### src/hw/rtl/ldme_pkg.sv
`timescale 1ns / 1ps
package ldme_pkg;

  // Lattice edge length; a power of two so that periodic wrap is the
  // natural overflow of each coordinate field.
  localparam int SIDE = 16;
  localparam int CW   = $clog2(SIDE);
  localparam int AW   = 3 * CW;
  localparam int VOL  = SIDE * SIDE * SIDE;

  typedef logic [AW-1:0] addr_t;
  typedef logic [2:0]    word_t;

  localparam word_t EMPTY = 3'd6;

  localparam logic [2:0] OP_BIRTH = 3'd0;
  localparam logic [2:0] OP_TRANS = 3'd1;
  localparam logic [2:0] OP_CUBE  = 3'd2;
  localparam logic [2:0] OP_SWAP  = 3'd3;
  localparam logic [2:0] OP_WRITE = 3'd4;
  localparam logic [2:0] OP_READ  = 3'd5;

  typedef struct packed {
    logic [2:0]  op;
    logic [11:0] site;
    logic [2:0]  dir;
    logic [3:0]  mask;
    logic        test_only;
    logic [2:0]  write_word;
  } req_t;

  typedef struct packed {
    logic       accepted;
    logic [2:0] read_word;
  } res_t;

endpackage

### src/hw/rtl/ldme_nbr.sv
`timescale 1ns / 1ps
// Neighbor address unit: one step along direction d with periodic wrap.
module ldme_nbr (
  input  ldme_pkg::addr_t p,
  input  ldme_pkg::word_t d,
  output ldme_pkg::addr_t q
);

  logic [ldme_pkg::CW-1:0] x, y, z, step;
  logic [1:0]              axis;

  always_comb begin
    x    = p[3*ldme_pkg::CW-1:2*ldme_pkg::CW];
    y    = p[2*ldme_pkg::CW-1:ldme_pkg::CW];
    z    = p[ldme_pkg::CW-1:0];
    axis = (d[2:1] == 2'd3) ? 2'd0 : d[2:1];
    step = d[0] ? '1 : ldme_pkg::CW'(1);
    case (axis)
      2'd0:    x = x + step;
      2'd1:    y = y + step;
      default: z = z + step;
    endcase
    q = {x, y, z};
  end

endmodule
### config.mk
export PLATFORM = sky130hd
export DESIGN_NAME = ldme_nbr
export DESIGN_NICKNAME = d
export VERILOG_FILES = /design/src/hw/rtl/ldme_pkg.sv /design/src/hw/rtl/ldme_nbr.sv
export SDC_FILE = /design/constraint.sdc
export NUM_CORES = 1
export LEC_CHECK = 0
export BUFFER_PORTS_ARGS = -buffer_cell sky130_fd_sc_hd__buf_2
export CAP_MARGIN = 20
export CORE_UTILIZATION = 35
export DETAILED_ROUTE_END_ITERATION = 16
export GPL_TIMING_DRIVEN = 0
export PLACE_DENSITY_LB_ADDON = 0.3
export SLEW_MARGIN = 30
export SYNTH_ARGS = -nofsm -noshare
export SYNTH_HDL_FRONTEND = slang
export SYNTH_SLANG_ARGS = --single-unit
### constraint.sdc
create_clock -name vclk -period 1.86
set_clock_uncertainty 0.2 [all_clocks]
set_input_delay 0.279 -clock vclk [all_inputs]
set_output_delay 0.279 -clock vclk [all_outputs]
set_load 0.02 [all_outputs]
# Word-level counts from Yosys, hierarchy flattened

Index checks and enable logic that the tools add are counted.

Register bits: 0
Bits of input ports: 15
Output and inout port bits: 12
Logic and storage cells: 12

$add $sub $neg: 3
Eq/ne operators: 2
Muxes and demuxes: 5
Reduce and logical (&&, ||, !) cells: 2

Operators with widths:

| operator             | number |
|---|---|
| $mux W4              | 4 |
| $add A4 B4 Y4        | 3 |
| $eq A2 B1 Y1 const B | 1 |
| $eq A2 B2 Y1 const B | 1 |
| $logic_not A2 Y1     | 1 |
| $mux W2              | 1 |
| $reduce_or A2 Y1     | 1 |

# Longest topological paths before layout

Depth in word-level cells: 5
Gate-level depth with buffers: 6
Gate-level depth less buffers: 5

# Worst setup path after synthesis

Ideal clock, no wire load.

Path kind: in2out
Start point: input port d[1]
End point: output port q[11]
Arrival time: 1.323 ns
Data required time: 1.381 ns
Path slack: 0.058 ns
Stages on the path: 6
Path buffers: 1
Cells stage by stage: inv_1 > ha_1 > buf_2 > inv_1 > a2111o_1 > o211ai_1

Longest elaborated chain between the ends: 4

RTL lines:

| item                 | RTL line       | RTL |
|---|---|---|
| start, declared      | ldme_nbr.sv:5  | `input ldme_pkg::word_t d,` |
| $eq A2 B2 Y1         | ldme_nbr.sv:16 | `axis = (d[2:1] == 2'd3) ? 2'd0 : d[2:1];` |
| $mux W2 (*)          | ldme_nbr.sv:16 |  |
| $logic_not A2 Y1 (*) | ldme_nbr.sv:18 | `case (axis)` |
| $mux W4 (*)          | ldme_nbr.sv:18 |  |
| end, declared        | ldme_nbr.sv:6  | `output ldme_pkg::addr_t q` |

Mark *: on every way between the ends. The rest lies on a longest branch, timed or not.

# Worst setup path after layout

Start point: input port d[0]
End point: output port q[7]

Longest elaborated chain between the ends: 3

RTL lines:

| item          | RTL line       | RTL |
|---|---|---|
| $mux W4       | ldme_nbr.sv:17 | `step = d[0] ? '1 : ldme_pkg::CW'(1);` |
| $add A4 B4 Y4 | ldme_nbr.sv:20 | `2'd1: y = y + step;` |
| $mux W4       | ldme_nbr.sv:18 |  |

Every way passes these cells.

==> impl_metrics.yaml <==
sta:
  finalHoldViolations: 0
  fin_ws_ns: -0.0711
  whs_ns: 0.699
  rsz0062_at_grt: "yes"
  slew_headroom: 0.840
  max_freq_ghz: 0.518
  setup_violations: 6
  period_needed_ns: 1.93
  fin_crit_sh: 1.04
  slew_viol_final: 0
  worstMarginPinSlew_ns: 0.237
  setup_tns_ns: -0.211
power:
  cellLeakagePower_nw: 0.476
  peakVddDrop_v: 0.000151
  power.density_nw_per_um2: 321
  combPwrFrac: 1.000
  p_clk_frac: 0
  pwr-share-seq: 0
  p_sw_w: 0.000168
  p_sw_frac: 0.490
  power.internal_w: 0.000175
synthesis:
  post-synth-top-area-cell: "ha_1"
  ys_types: 23
  synth_fp_nets: 104
  syn-instance-count: 78
  synthTopCellsByArea: "ha_1 16%, nand3b_1 11%, fa_1 9.4%, mux2i_1 7.8%, inv_1 7.1%"
  avgSynthCellArea_sq_um: 8.18
  synth_top_area_frac: 0.157
  synth_most_common_cell: "inv_1"
  syn_area_sq_um: 638
  synthTopCellsByCount: "12 x inv_1, 9 x nand3b_1, 8 x ha_1"
  ys_warn_count: 0
  seq_area_frac_synth: 0
place:
  gp_congestion: 0.796
  post-dp-hpwl_microns: 1150
  io_buffers: 27
global_route:
  antenna_found_initial: 0
  track_usage: 0.186
  grt_pass1_wl_microns: 2880
  overflow: 0
  grt_pass1_vias: 659
  grt_max_degree: 12
drt:
  antenna_left: 0
  routed_wirelength_microns: 1800
  wl_per_cell_microns: 12.9
  drc: 0
  drtIter0Drc: 16
  dr.pass1.iters: 4
  vias: 757
  routed_via_density: 5.45
setup_path:
  cp.arrival_ns: 1.45
  cp-end-kind: "output pin"
  cp_max_fo: 6
  crit_type: "primary input to output pin"
  crit_end: "q[7]"
  start_kind: "primary input"
  required_ns: 1.38
  cp-startpoint: "d[0]"
final_layout:
  seq_cells: 0
  diodes: 0
  area_growth_pct: 67.5
  n_fill_cell: 149
  clkbuf_count: 0
  post-route-util: 0.619
  nets: 142
  drive_gt1_frac: 0.570
  regArea_sq_um: 0
outcome:
  violations: "setup timing"
  outcome: "complete, but fails checks"
floorplan:
  start_util: 0.370
  die_x_microns: 44.7
  die_h_microns: 44.7
  core_sq_um: 1730
  die-area_sq_um: 2000
  num_io_pins: 27
  rows: 15
min_path:
  hold_class: "primary input to output pin"
flow_run:
  drv_cap: 0
worst min-delay path by stage:
stage	start	cells after the start	to	slack [ns]
floorplan	p[0]	1	q[0]	0.49
global placement	p[8]	3	q[8]	0.69
detailed placement	p[4]	3	q[4]	0.69
CTS	p[4]	3	q[4]	0.70
global route	p[4]	3	q[4]	0.71
finish	p[4]	3	q[4]	0.70
power groups by stage:
stage | sequential [W] | combinational [W] | clock [W]
floorplan | 0 | 0.000170 | 0
global placement | 0 | 0.000239 | 0
detailed placement | 0 | 0.000245 | 0
CTS | 0 | 0.000306 | 0
global route | 0 | 0.000371 | 0
finish | 0 | 0.000343 | 0
timing repair:
action | in CTS | in global routing
endpoints found under the hold margin | 0 | 0
cloned | 0 | 1
setup endpoints to repair | 9 | 9
setup buffers | 8 | 3
hold buffers | 0 | 0
resized for setup | 25 | 20
pin swaps | 6 | 5
cell families after synthesis:
| logic type | after synthesis | share of synthesized area |
|---|---|---|
| xor+xnor | 6 | 0.0824 |
| buf+inv | 16 | 0.112 |
| simple gates | 21 | 0.222 |
| mux | 8 | 0.131 |
| fa+ha+maj | 11 | 0.251 |
| compound gates | 16 | 0.202 |
critical path, cell delays in order:
cell	delay [ns]
buf_12	0.13
ha_4	0.29
nand3_2	0.09
a2111o_1	0.41
o211ai_1	0.09
buf_4	0.17
final cells by class:
class	count	area (sq um)	area share
multi-input cells	62	682	0.638
repair buffers	38	273	0.255
inverters	12	52.6	0.0492
well taps	25	31.3	0.0293
plain buffers	2	30.0	0.0281
per-stage QoR:
stage / std cells / cell area (sq um) / setup slack (ns) / total power (W)
after floorplan: 78 / 638 / 0.0580 / 0.000170
after global placement: 130 / 805 / -0.381 / 0.000239
after detailed placement: 130 / 805 / -0.384 / 0.000245
after CTS: 137 / 987 / -0.0690 / 0.000306
after global routing: 139 / 1070 / -0.112 / 0.000371
final: 139 / 1070 / -0.0711 / 0.000343
cells in the final DEF (no fill, tap or decap), drive strengths merged:
master | netlist | routed
and3b | 2 | 2
a21oi | 7 | 7
a2111o | 3 | 3
o311ai | 3 | 3
nand3b | 9 | 9
ha | 8 | 8
nand4bb | 1 | 1
o211ai | 3 | 3
clkbuf | 1 | 1
fa | 3 | 3
mux2 | 3 | 3
xnor2 | 3 | 3
nand2b | 2 | 2
nor2 | 1 | 1
nand3 | 5 | 5
xor2 | 3 | 3
mux2i | 5 | 5
buf | 3 | 39
inv | 12 | 12
nand2 | 1 | 1
routing by layer:
layer	track usage	routed length, microns	share of wire	up-vias
met5	0	0	0	-
met4	0.0242	22	0.012	0
li1	-	-	-	360
met2	0.350	958	0.53	24
met3	0	55	0.031	4
met1	0.244	764	0.42	369
(Power assumes the default switching activity.)
